## src/rtl/bdq_pkg.sv

```systemverilog
// bdq_pkg: shared constants, types and action codes of the bounded deque
// used by the channel interfaces, the deque top level and its checker
package bdq_pkg;

  localparam int DEPTH    = 16;
  localparam int ACT_W    = 3;
  localparam int ITEM_W   = 32;
  localparam int POS_W    = 5;
  localparam int COUNT_W  = 5;
  localparam int OCC_W    = $clog2(DEPTH + 1);
  localparam int IDX_W    = $clog2(DEPTH);
  localparam int CMP_W    = (OCC_W > POS_W) ? OCC_W : POS_W;

  typedef enum logic [ACT_W-1:0] {
    ACT_PUSH_FRONT = 3'd0,
    ACT_PUSH_BACK  = 3'd1,
    ACT_POP_FRONT  = 3'd2,
    ACT_POP_BACK   = 3'd3,
    ACT_PEEK_FRONT = 3'd4,
    ACT_PEEK_BACK  = 3'd5,
    ACT_REMOVE_AT  = 3'd6
  } act_t;

endpackage

```

## src/rtl/bdq_req_if.sv

```systemverilog
// bdq_req_if: request channel of the bounded deque (valid, ready, request word)
// depends on bdq_pkg for field widths
interface bdq_req_if import bdq_pkg::*; ();
  logic              valid;
  logic              ready;
  logic [ACT_W-1:0]  action;
  logic [ITEM_W-1:0] item;
  logic [POS_W-1:0]  position;

  modport source (output valid, action, item, position, input ready);
  modport sink   (input valid, action, item, position, output ready);
endinterface

```

## src/rtl/bdq_res_if.sv

```systemverilog
// bdq_res_if: result channel of the bounded deque (valid, ready, result word)
// depends on bdq_pkg for field widths
interface bdq_res_if import bdq_pkg::*; ();
  logic               valid;
  logic               ready;
  logic               ok;
  logic [ITEM_W-1:0]  item_out;
  logic [COUNT_W-1:0] count;
  logic               empty_res;

  modport source (output valid, ok, item_out, count, empty_res, input ready);
  modport sink   (input valid, ok, item_out, count, empty_res, output ready);
endinterface

```

## src/rtl/bounded_deque_with_remove_at.sv

```systemverilog
// bounded_deque_with_remove_at: deque of DEPTH words with push, pop, peek and
// remove at position; depends on bdq_pkg, bdq_req_if and bdq_res_if
// the result word is registered and valid in the cycle after its request word is accepted
// throughput: one word per cycle; the store is a register file updated in one
// shift pass, and the result register stalls the request side only when full
// reset: occupancy and result valid cleared; stored words are not cleared
module bounded_deque_with_remove_at import bdq_pkg::*; (
  input  logic clk,
  input  logic rst,
  bdq_req_if.sink   req,
  bdq_res_if.source res
);

  logic [ITEM_W-1:0]  store      [DEPTH];
  logic [ITEM_W-1:0]  store_next [DEPTH];
  logic [OCC_W-1:0]   occ;
  logic [OCC_W-1:0]   occ_next;

  logic               res_valid;
  logic               res_ok;
  logic [ITEM_W-1:0]  res_item;
  logic [COUNT_W-1:0] res_count;
  logic               res_empty;

  logic               accept;
  logic               ok;
  logic               reads;
  logic               shift_down;
  logic [IDX_W-1:0]   sh_from;
  logic [IDX_W-1:0]   rd_idx;
  logic [IDX_W-1:0]   back_idx;
  logic [IDX_W-1:0]   rm_idx;
  logic [CMP_W-1:0]   pos_c;
  logic [CMP_W-1:0]   occ_c;
  logic [CMP_W-1:0]   occ_next_c;
  logic               full;
  logic               is_empty;
  logic               pos_ok;
  logic [ITEM_W-1:0]  rd_data;

  assign req.ready = !res_valid || res.ready;
  assign accept    = req.valid && req.ready;

  assign full      = (occ == OCC_W'(DEPTH));
  assign is_empty  = (occ == '0);
  assign back_idx  = IDX_W'(occ - OCC_W'(1));
  assign pos_c     = CMP_W'(req.position);
  assign occ_c     = CMP_W'(occ);
  assign pos_ok    = (pos_c != '0) && (pos_c <= occ_c);
  assign rm_idx    = IDX_W'(pos_c - CMP_W'(1));
  assign rd_data   = store[rd_idx];

  always_comb begin
    occ_next   = occ;
    ok         = 1'b0;
    reads      = 1'b0;
    shift_down = 1'b0;
    sh_from    = '0;
    rd_idx     = '0;
    for (int i = 0; i < DEPTH; i++) begin
      store_next[i] = store[i];
    end
    case (act_t'(req.action))
      ACT_PUSH_FRONT: begin
        if (!full) begin
          ok = 1'b1;
          occ_next = occ + OCC_W'(1);
          store_next[0] = req.item;
          for (int i = 1; i < DEPTH; i++) begin
            store_next[i] = store[i-1];
          end
        end
      end
      ACT_PUSH_BACK: begin
        if (!full) begin
          ok = 1'b1;
          occ_next = occ + OCC_W'(1);
          store_next[IDX_W'(occ)] = req.item;
        end
      end
      ACT_POP_FRONT: begin
        if (!is_empty) begin
          ok = 1'b1;
          reads = 1'b1;
          shift_down = 1'b1;
          occ_next = occ - OCC_W'(1);
        end
      end
      ACT_POP_BACK: begin
        rd_idx = back_idx;
        if (!is_empty) begin
          ok = 1'b1;
          reads = 1'b1;
          occ_next = occ - OCC_W'(1);
        end
      end
      ACT_PEEK_FRONT: begin
        if (!is_empty) begin
          ok = 1'b1;
          reads = 1'b1;
        end
      end
      ACT_PEEK_BACK: begin
        rd_idx = back_idx;
        if (!is_empty) begin
          ok = 1'b1;
          reads = 1'b1;
        end
      end
      ACT_REMOVE_AT: begin
        rd_idx  = rm_idx;
        sh_from = rm_idx;
        if (pos_ok) begin
          ok = 1'b1;
          reads = 1'b1;
          shift_down = 1'b1;
          occ_next = occ - OCC_W'(1);
        end
      end
      default: begin
      end
    endcase
    if (shift_down) begin
      for (int i = 0; i < DEPTH - 1; i++) begin
        if (IDX_W'(i) >= sh_from) begin
          store_next[i] = store[i+1];
        end
      end
    end
  end

  assign occ_next_c = CMP_W'(occ_next);

  always_ff @(posedge clk) begin
    if (accept) begin
      for (int i = 0; i < DEPTH; i++) begin
        store[i] <= store_next[i];
      end
      res_ok    <= ok;
      res_item  <= reads ? rd_data : '0;
      res_count <= occ_next_c[COUNT_W-1:0];
      res_empty <= (occ_next == '0);
    end
  end

  always_ff @(posedge clk) begin
    if (rst) begin
      occ       <= '0;
      res_valid <= 1'b0;
    end else begin
      if (accept) begin
        occ <= occ_next;
      end
      if (accept) begin
        res_valid <= 1'b1;
      end else if (res.ready) begin
        res_valid <= 1'b0;
      end
    end
  end

  assign res.valid     = res_valid;
  assign res.ok        = res_ok;
  assign res.item_out  = res_item;
  assign res.count     = res_count;
  assign res.empty_res = res_empty;

endmodule

```

## src/flat_wrapper.sv

```systemverilog
// flat-port wrapper written by rule: the top's interface ports become plain ports
module bounded_deque_with_remove_at_flat import bdq_pkg::*;
  (clk, rst, req_valid, req_action, req_item, req_position, req_ready, res_valid, res_ok, res_item_out, res_count, res_empty_res, res_ready);
  bdq_req_if req_i ();
  bdq_res_if res_i ();
  input  logic clk;
  input  logic rst;
  input wire logic [$bits(req_i.valid)-1:0] req_valid;
  input wire logic [$bits(req_i.action)-1:0] req_action;
  input wire logic [$bits(req_i.item)-1:0] req_item;
  input wire logic [$bits(req_i.position)-1:0] req_position;
  output wire logic [$bits(req_i.ready)-1:0] req_ready;
  output wire logic [$bits(res_i.valid)-1:0] res_valid;
  output wire logic [$bits(res_i.ok)-1:0] res_ok;
  output wire logic [$bits(res_i.item_out)-1:0] res_item_out;
  output wire logic [$bits(res_i.count)-1:0] res_count;
  output wire logic [$bits(res_i.empty_res)-1:0] res_empty_res;
  input wire logic [$bits(res_i.ready)-1:0] res_ready;
  assign req_i.valid = req_valid;
  assign req_i.action = req_action;
  assign req_i.item = req_item;
  assign req_i.position = req_position;
  assign req_ready = req_i.ready;
  assign res_valid = res_i.valid;
  assign res_ok = res_i.ok;
  assign res_item_out = res_i.item_out;
  assign res_count = res_i.count;
  assign res_empty_res = res_i.empty_res;
  assign res_i.ready = res_ready;
  bounded_deque_with_remove_at u_core (.clk(clk), .rst(rst), .req(req_i), .res(res_i));
endmodule
```

## config.mk

```make
export PLATFORM = sky130hd
export DESIGN_NAME = bounded_deque_with_remove_at_flat
export DESIGN_NICKNAME = d
export VERILOG_FILES = /design/src/rtl/bdq_pkg.sv /design/src/rtl/bdq_req_if.sv /design/src/rtl/bdq_res_if.sv /design/src/rtl/bounded_deque_with_remove_at.sv /design/src/flat_wrapper.sv
export SDC_FILE = /design/constraint.sdc
export NUM_CORES = 2
export LEC_CHECK = 0
export ABC_AREA = 1
export BUFFER_PORTS_ARGS = -buffer_cell sky130_fd_sc_hd__buf_2
export CAP_MARGIN = 30
export CORE_ASPECT_RATIO = 1.25
export CORE_MARGIN = 1
export CORE_UTILIZATION = 40
export DETAILED_ROUTE_END_ITERATION = 8
export GPL_ROUTABILITY_DRIVEN = 0
export PLACE_DENSITY = 0.65
export SLEW_MARGIN = 20
export SYNTH_ARGS = -nofsm -noshare
export SYNTH_HDL_FRONTEND = slang
export SYNTH_SLANG_ARGS = --single-unit
```

## constraint.sdc

```tcl
create_clock -name clk -period 21.5 [get_ports clk]
set_input_delay 0 -clock clk [delete_from_list [all_inputs] [get_ports clk]]
set_output_delay 0 -clock clk [all_outputs]
set_load 0.01 [all_outputs]
```

* Word level (Yosys, flattened, before mapping)
Memory sizes are Yosys's and may differ from the RTL's. A register that Yosys moved wholly into a read port is not among the register bits. Cells that the tools add are included.
Operators by class: $add $sub $neg 3, magnitude comparators 18, eq/ne operators 7, muxes and demuxes 38, bitwise operators 1, reduce and logical (&&, ||, !) cells 15
Operators with widths (number):
- 512-bit two-way mux | 2
- 512-bit one-hot mux with 2 select lines | 1
- 512-bit bitwise mux | 1
- 32-bit two-way mux | 16
- 480-bit two-way mux | 1
- 32-bit demux with 4-bit select | 1
- 4-bit greater-or-equal comparator (first input constant) | 7
- 3-bit by 4-bit greater-or-equal comparator with 1-bit output (first input constant) | 4
- 5-bit two-way mux | 3
- 5-bit one-hot mux with 3 select lines | 1
- 5-bit zero test | 2
- 3-bit == test (second input constant) | 3
- 1-bit by 4-bit greater-or-equal comparator with 1-bit output (first input constant) | 2
- 2-bit by 4-bit greater-or-equal comparator with 1-bit output (first input constant) | 2
- 4-bit one-hot mux with 2 select lines | 1
- 1-bit two-way mux | 7
- 3-bit by 2-bit == test with 1-bit output (second input constant) | 2
- 2-bit OR reduction | 3
- 5-bit by 1-bit adder with 5-bit output (second input constant) | 1
- 5-bit == test (second input constant) | 1
- 5-bit greater-or-equal comparator (second input constant) | 1
- 5-bit <= comparator | 1
- 5-bit by 1-bit less-than comparator with 1-bit output (second input constant) | 1
- 4-bit inverter with 5-bit output | 1
- other kinds (13) | 17
Word-level totals: flip-flop bits (word level) 13, RAM bits 512, input port bits 44, output and inout port bits 41, memories 1
Memory list:
- u_core.store | depth 16, width 32, rd ports 17, clocked after memory_dff 1, wr ports 16, RTL line bounded_deque_with_remove_at.sv:14 | logic [ITEM_W-1:0] store [DEPTH];

* Depth between registers and ports, before layout
depth after elaboration 10, mapped depth 17

* Worst setup path after synthesis
OpenSTA, ideal clock, no wires.
path kind reg2reg, from register u_core.res_valid, in the netlist u_core.res.valid, to register u_core.occ[2], library setup time 540 ps, data arrival time 11064 ps, required time 20960 ps, setup slack 9896 ps, stages on the path, launching flop included 5, path through dfxtp_1 -> nand2_1 -> nand2_1 -> inv_1 -> a21oi_1
Between the ends: cells in the longest elaborated chain, start to end 3
Ends and longest elaborated chain:
- from (decl) | RTL line bounded_deque_with_remove_at.sv:19 | logic res_valid;
- from (signal assigned) | RTL line bounded_deque_with_remove_at.sv:149 | res_valid <= 1'b0;
- from (signal assigned) | RTL line bounded_deque_with_remove_at.sv:155 | res_valid <= 1'b1;
- from (signal assigned) | RTL line bounded_deque_with_remove_at.sv:157 | res_valid <= 1'b0;
- 1-bit zero test | RTL line bounded_deque_with_remove_at.sv:41 | assign req.ready = !res_valid || res.ready;
- 1-bit logical OR | RTL line bounded_deque_with_remove_at.sv:41
- net req_ready | RTL line flat_wrapper.sv:12 | output wire logic [$bits(req_i.ready)-1:0] req_ready;
- 1-bit logical AND | RTL line bounded_deque_with_remove_at.sv:42 | assign accept = req.valid && req.ready;
- net u_core.accept | RTL line bounded_deque_with_remove_at.sv:25 | logic accept;
- to (signal assigned) | RTL line bounded_deque_with_remove_at.sv:152 | occ <= occ_next;
- to (decl) | RTL line bounded_deque_with_remove_at.sv:16 | logic [OCC_W-1:0] occ;
The timed path passes the listed nets, and every way through them passes these cells. A chain may end at the register's enable or synchronous reset.

==> qor.txt <==
Yosys Warn Count = 0
TritonCTS clock tree = built
Synth Cell Area = 38300 um2
Via density per instance = 6.38
Post-route antenna net violation count = 0
Worst-path clk slew = 0.06 ns
Floorplan core area = 94600 um2
Top cells by area, synth = edfxtp_1 (43%), nand2_1 (9.1%), a22oi_1 (6.8%)
Cells after synthesis = 4956
Share of layout cells above drive strength 1 = 0.0690
Worst endpoint required time = 22.01 ns
Critical Path, Cell by Cell = inv_1 > ha_1 > inv_1 > nor3_2 > nand2_1 > nand2_8 > inv_8 > buf_12 > buf_4 > nand2_1 > o21ai_0 > nor2_1 > a21oi_1
Final Hold Violating Endpoints = 1
Post_cts resized = 0
Post-CTS setup buffers = 0
Outcome = finished with violations
Critical Path AT = 5.56 ns
Relative slew slack = 0.174
Largest net degree at the start of global routing = 180
Via count = 38.5k
Fin. max-slew vios = 0
Drt wl/cell = 26.1 um
Die Area = 97000 um2
Root Driver = clkbuf_16
TNS Setup = 0 ns
Final Critical Period = 5.06 ns
#FFs+latches synth = 557
Max clock buf depth = 3
Leak pwr = 15.9 nW
Initial DRC count = 5750
Skew final = 0.0210 ns
Fmax = 198 MHz
HPWL after DPL = 86.5 mm
Clock Sinks = 557
Residual DRC count = 0
Critical path's slowest cell = buf_4
Critical path endpoint category = register
Hold Slack = -0.0113 ns
Pin slew with the least headroom to its limit = 1.24 ns
Die X = 279 um
Nets = 4821
Num ports = 85
Yosys top cell area share = 0.432
Initial antenna violation count = 4
Avg Cell Area, Syn = 7.73 um2
Yosys cell types = 37
VDD IR max = 0.0669 mV
Max cap viols = 0
Fin util = 0.439
Final Cycle Share = 0.235
Worst Setup Start Kind = register
Wirelength, routed = 158 mm
PwrDens = 78.9 nW/um2
CTS Buf Count = 59
Final setup fails = 0
CP Max Fanout = 179
Synth Net Count = 5011
Vias in the first global route = 36.1k
DRT Pass-1 Iters = 6
Crit Path Category = reg -> reg
Total global-route track usage = 0.315
PortBufs = 84
Initial Util = 0.405
First-pass GRT wire length = 229 mm
Die Y = 348 um
Failing checks = hold timing
Leading area contributor after synthesis = edfxtp_1
P&R area growth vs syn = 8.47%
Sequential share of the synthesized area = 0.435
Worst-Skew Late Latency = 0.69 ns
GRT overflow = 0
CP peak stage delay = 0.84 ns
HP Class = in -> reg
Row Count = 126
RSZ-0062 raised after global routing = no
H-tree lvl count = 2
==> power by group <==
group          internal (mW)  leakage [nW]  switching [mW]
Combinational          0.253          9.59           0.557
Clock                  0.531         0.875           0.478
Sequential              1.37          5.43          0.0889
==> placed cells by master (no fill, tap or decap), types with 3 or more instances in the layout <==
cell type / instances
nor3_2: 3
inv_2: 22
o211ai_1: 128
buf_16: 7
buf_2: 84
nor2_2: 8
buf_4: 69
xor2_1: 4
o22ai_1: 414
dlygate4sd3_1: 28
a21oi_4: 12
inv_1: 600
nand2_2: 7
ha_1: 11
clkinv_1: 28
a22oi_1: 347
o21a_1: 116
clkinv_2: 11
buf_12: 8
o21ai_1: 22
dfxtp_1: 6
o21ai_4: 14
clkbuf_16: 60
nand2_4: 5
nand3_1: 332
edfxtp_1: 551
inv_8: 3
nand2_1: 929
o21ai_0: 291
nor2_1: 330
clkbuf_1: 12
a21oi_1: 326
nor2_4: 7
==> cells by family (layout without fill, tap and decap cells) <==
| kind of cell | after synthesis | count (layout) | synth area share |
|---|---|---|---|
| AOI/OAI and AO/OA | 1674 | 1674 | 0.273 |
| and+or+nand+nor | 1629 | 1629 | 0.174 |
| buffers and inverters | 1080 | 939 | 0.113 |
| DFF | 557 | 557 | 0.435 |
| adders and majority gates | 11 | 11 | 0.00359 |
| xor gates and xnor gates | 5 | 5 | 0.00114 |
| other | 0 | 1 | 0 |
==> what timing repair did <==
item / 4_1_cts / 5_1_grt
setup endpoints to repair: 0 / 0
hold buffers: 28 / 0
hold endpoints to repair: 52 / 0
==> cell type report <==
class	count	area, um2
Antenna cell	1	2.50
Fill cell	9501	53000
Tap cell	1216	1520
Multi-Input combinational cell	3319	17600
Inverter	633	2400
Sequential cell	557	16700
Timing Repair Buffer	196	1570
Clock buffer	72	1550
Clock inverter	38	231
==> sequential cells by signal, indices dropped and copies added (netlist names) <==
register and count:
u_core.res.item_out 32, u_core.res.count 5, u_core.res.empty_res 1, u_core.res.valid 1, u_core.occ 5, u_core.res.ok 1, u_core.store 512
==> synthesized netlist by cell type <==
cell / n
a2bb2oi_1: 1
o22ai_1: 414
clkbuf_1: 210
nor2_8: 1
o211ai_1: 128
nand2_2: 8
inv_1: 614
nand2_1: 932
buf_2: 200
buf_4: 8
a31oi_1: 2
o21bai_1: 1
ha_1: 11
buf_1: 29
nor2_4: 1
a21oi_4: 5
o21ai_2: 2
a21oi_1: 332
o21ai_4: 2
nor2_2: 9
nand3_2: 1
nand3_1: 333
xnor2_1: 1
nor2_1: 335
nand2_4: 3
xor2_1: 4
nor3_2: 2
a22oi_1: 347
nand4_1: 2
inv_2: 19
o21ai_1: 31
o21a_1: 116
dfxtp_1: 6
edfxtp_1: 551
o21ai_0: 292
a21oi_2: 1
nor3_1: 2
==> through the flow <==
stage / setup slack (ns) / std cells / power, mW / instance area (um2)
detailed placement: 16.77 / 5891 / 2.26 / 39400
floorplan: 9.90 / 4956 / 2.02 / 38300
finish: 16.44 / 6032 / 3.28 / 41500
global placement: 16.83 / 5882 / 2.24 / 39200
global route: 16.32 / 6031 / 3.39 / 41500
CTS: 16.76 / 6029 / 3.25 / 41500
==> worst max-delay path: cells and delay by family, from the launching register on <==
family          cells  cell delay [ns]
compound gates      2             0.28
fa+ha+maj           1             0.23
buf+inv             5             2.47
flops               1             0.45
simple gates        5             0.77
==> worst paths after layout <==
| path | from | endpoint | slack [ns] | cells past startpoint |
|---|---|---|---|---|
| hold reg to reg | u_core.store[9][12] | u_core.store[8][12] | 0.55 | 2 |
| setup / recovery | u_core.occ[0] | u_core.store[3][30] | 16.44 | 13 |
| hold / removal | req_item[10] | u_core.store[15][10] | -0.01 | 5 |
| setup reg to reg | u_core.occ[0] | u_core.store[3][30] | 16.44 | 13 |
==> layer usage <==
metal,vias to the layer above,GRT usage,wire [um]
met5,-,0,12
met4,2,0.220,12700
met3,772,0.0615,18400
met2,2747,0.508,70500
met1,17939,0.376,56100
li1,17040,-,-
Power figures use the tool's default switching activity.
